### config.mk
export PLATFORM = sky130hd
export DESIGN_NAME = kmbx_ram
export DESIGN_NICKNAME = d
export VERILOG_FILES = /design/src/hdl/kmbx_ram.sv
export SDC_FILE = /design/constraint.sdc
export NUM_CORES = 1
export LEC_CHECK = 0
export BUFFER_PORTS_ARGS = -buffer_cell sky130_fd_sc_hd__buf_2
export CORE_MARGIN = 2
export CORE_UTILIZATION = 65
export CTS_CLUSTER_DIAMETER = 120
export DETAILED_ROUTE_END_ITERATION = 8
export GPL_ROUTABILITY_DRIVEN = 1
export GPL_TIMING_DRIVEN = 0
export MAX_ROUTING_LAYER = met4
export PLACE_DENSITY = 0.84
export SLEW_MARGIN = 20
export SYNTH_ARGS = -nofsm -noshare
export SYNTH_HDL_FRONTEND = slang
export SYNTH_SLANG_ARGS = --single-unit
### constraint.sdc
create_clock -name clk -period 4.9 [get_ports clk]
set_input_delay 0.98 -clock clk [delete_from_list [all_inputs] [get_ports clk]]
set_output_delay 0.98 -clock clk [all_outputs]
set_load 0.02 [all_outputs]
### src/hdl/kmbx_ram.sv
// Generic single-write, single-read RAM with registered read data.
module kmbx_ram #(
  parameter int WIDTH = 8,
  parameter int DEPTH = 16,
  localparam int AW = (DEPTH > 1) ? $clog2(DEPTH) : 1
) (
  input  logic             clk,
  input  logic             we,
  input  logic [AW-1:0]    waddr,
  input  logic [WIDTH-1:0] wdata,
  input  logic [AW-1:0]    raddr,
  output logic [WIDTH-1:0] rdata
);

  logic [WIDTH-1:0] mem [DEPTH];

  // Write and registered read
  always_ff @(posedge clk) begin
    if (we) begin
      mem[waddr] <= wdata;
    end
    rdata <= mem[raddr];
  end

endmodule

[After elaboration in Yosys (flattened, before gate mapping)]
Memories as Yosys holds them, arrays and structs flattened. A register that Yosys moved wholly into a read port is not among the register bits.
Index checks and enable logic that the tools add are counted.
Word-level totals
  logic and storage cells: 3
  memory bits (writable): 128
  register bits: 0
  input bits: 18
  output and inout bits: 8
  memories: 1
Memories
  mem: depth 16, bits a word 8, read ports 1, clocked after Yosys merged registers in 1, write ports 1, line 15  | logic [WIDTH-1:0] mem [DEPTH];
Operators by class
  multiplexer cells: 2
Operators by type and width (count)
  two-way mux 1 bit: 2

[Logic depth before layout (Yosys ltp)]
  depth after elaboration: 2
  depth in mapped cells: 5

[Least setup slack after synthesis]
Ideal clock, no wire load.
  path type: input -> register
  start point: input port waddr[2]
  end point: memory mem[0][0] (enable)
  data arrival time: 2.090 ns
  path buffers: 0
  data required time: 4.517 ns
  path slack: 2.427 ns
  stages on the path: 2
  path through: or3b_2 -> nor3_1
RTL lines
  start: declaration: line 9  | input logic [AW-1:0] waddr,
  end: declaration: line 15
Straight into the memory's write port.

[Final worst setup path]
  start point: input port waddr[2]
  end point: memory mem[2][0] (enable)
Straight into the memory's write port.

==> qor.yml <==
status: "finished, final reports clean"
portBuffers: 24
crit_path_start_kind: "input pin"
drtIter0Drc: 358
holdWs_ns: 0.6904
cts_setup_buffers: 0
ys.flop_type: "edfxtp_1"
postLayoutCellArea_um2: 5992
coreArea_um2: 7687
die_area_um2: 8647
antenna_left: 0
grt_pass1_wl_um: 15370
slew_headroom_pct: 46.77
timing.rr.start: "mem[4][6]$_DFFE_PP_"
crit_path_max_fanout: 8
cts_buffer_depth: 2
power.density_nw_per_um2: 445.6
grt_util_met1_pct: 38.83
syn_area_per_cell_um2: 22.48
grt_antenna_before_repair: 0
dieWidth_um: 92.99
fin_skew_ns: 0.006827
ir_drop_mv: 0.2761
vias: 2501
worstPathArrival_ns: 2.27
antenna_cells: 0
synth_common_cells: "edfxtp_1, mux4_2, a22oi_1, mux4_1, nor2_1"
io_pins: 26
cts-root-buf: "clkbuf_8"
synth_area_um2: 5147
yosysUniqueCellTypes: 19
async_flop_share_pct: 0
seq_area_frac_synth_pct: 77.78
critPathBufInv: 1
setup_viol: 0
clock-sinks: 136
grt_busiest_layer: "met2"
hpwl_um: 6157
grt_overflow_total: 0
min_period_ns: 2.119
fin_crit_sh_pct: 43.25
ys_seq_elements: 136
p_leak_nw: 2.019
cp.depth: 3
num_rows: 32
grt_pass1_vias: 2486
worstSetupPathType: "input pin to flip-flop"
final_nets: 290
tightest_slew_ns: 0.7955
regToRegSetupSlack_ns: 3.46
hold_viol: 0
cp_cell_sequence: "buf_2, or3b_2, nor2_1"
cts_hold_buffers: 0
yosysMostFrequentCell: "edfxtp_1"
cts_tree: "yes"
placedInstanceArea_um2: 5405
rsz0062_at_grt: "false"
min-delay-start: "mem[11][7]$_DFFE_PP_"
routed_wirelength_um: 10360
cp_slowest_cell: "nor2_1"
drive_above_1_share_pct: 30.88
reg2reg_to: "rdata[6]$_DFF_P_"
htreeDepth: 4
wl_per_cell_um: 26.77
vias_per_cell: 6.463
ff2ff_path_depth: 3
slew_violations: 0
synthToLayoutAreaGrowth_pct: 16.41
hold_path_class: "flip-flop to flip-flop"
clkLatencyLatePin_ns: 0.53
grt.total_usage_pct: 27.43
grt_max_degree: 17
hold_path_depth: 3
postCtsResizedCells: 0
syn_nets: 247
fmax_mhz: 471.9
critical-path-max-stage-delay_ns: 0.63
end_kind: "flip-flop"
global_route.usage.met2_pct: 41.30
die_h_um: 92.99
synth_top_area_cell: "edfxtp_1"
crit_family: "simple AND/OR/NAND/NOR gates"
synth_area_leaders: "edfxtp_1, mux4_2, mux4_1"
setup_tns_ns: 0
synthCells: 229
drt_first_pass_iters: 5
gp_congestion: 0.7727
grt_use_met3_pct: 7.252
synth_warnings: 0
cp.required_ns: 5.05
drc: 0
initial_core_util_pct: 66.96
synth_edf_count: 128
synth_top_area_share_pct: 74.67
cts_made_buffers: 17
clk_pin_slew_ns: 0.07
min_to: "rdata[7]$_DFF_P_"
maxCapViolations: 0
==> cell usage in the layout (no fill, tap or decap), types with 2 or more instances in the layout <==
cell and n:
clkinv_2 2, nand3b_1 2, clkinvlp_4 3, mux4_2 18, mux4_1 14, nand2_1 9
nand2b_1 2, inv_6 4, nor3_2 4, a22oi_1 16, clkbuf_8 2, dfxtp_1 8
bufinv_16 2, buf_2 27, nor2_1 13, buf_6 3, clkdlybuf4s25_2 3, clkinv_4 2
edfxtp_1 128, clkbuf_16 16
==> worst max path at each step <==
stage          startpoint                    to
3_3_place_gp     waddr[2]   mem[0][7]$_DFFE_PP_
2_1_floorplan    waddr[2]   mem[0][0]$_DFFE_PP_
4_1_cts          waddr[3]   mem[4][5]$_DFFE_PP_
3_5_place_dp           we  mem[12][3]$_DFFE_PP_
5_1_grt          waddr[2]   mem[1][5]$_DFFE_PP_
6_report         waddr[2]   mem[2][0]$_DFFE_PP_
==> where the power goes <==
group          internal [mW]  switching [mW]  total [mW]
Clock                  0.743           0.485        1.23
Sequential              1.30         0.00727        1.31
Combinational         0.0519          0.0823       0.134
Total                   2.10           0.574        2.67
==> metal layers <==
| metal | wire [µm] | up-vias |
|---|---|---|
| met3 | 802 | 8 |
| met5 | 0 | - |
| li1 | - | 1059 |
| met2 | 5255 | 138 |
| met1 | 4195 | 1296 |
| met4 | 106 | 0 |
==> cell families (layout without fill, tap and decap cells) <==
family,count (synthesis),count (layout),share of synthesized area (%)
DFF,136,136,77.78
AOI/OAI and AO/OA,16,16,2.334
buffers and inverters,10,66,1.677
muxes,32,32,15.02
and+or+nand+nor,35,35,3.184
==> per-stage QoR <==
stage / setup WS [ns] / std cells / utilization [%] / total power [mW]
after global routing: 2.716 / 387 / 77.95 / 2.742
after floorplan: 2.427 / 229 / - / 1.406
after detailed placement: 2.266 / 355 / 70.31 / 1.463
after global placement: 1.901 / 355 / 70.18 / 1.455
final: 2.781 / 387 / 77.95 / 2.670
after CTS: 2.687 / 387 / 77.82 / 2.670
==> registers in the layout (all words and copies together), names as in the netlist <==
| name | count |
|---|---|
| rdata | 8 |
| mem | 128 |
==> area by class of cell <==
cell class / count / area (µm²)
Buffer: 10 / 86.33
Clock buffer: 19 / 431.7
Clock inverter: 13 / 145.1
Fill cell: 412 / 1695
Multi-Input combinational cell: 83 / 1077
Sequential cell: 136 / 4004
Tap cell: 102 / 127.6
Timing Repair Buffer: 24 / 120.1
==> worst min-delay path, stage by stage (launching register included) <==
cell and delay, ns:
edfxtp_1 0.31, mux4_2 0.22, a22oi_1 0.07, nand2_1 0.06
No activity file was read; power rests on OpenSTA's default activity.
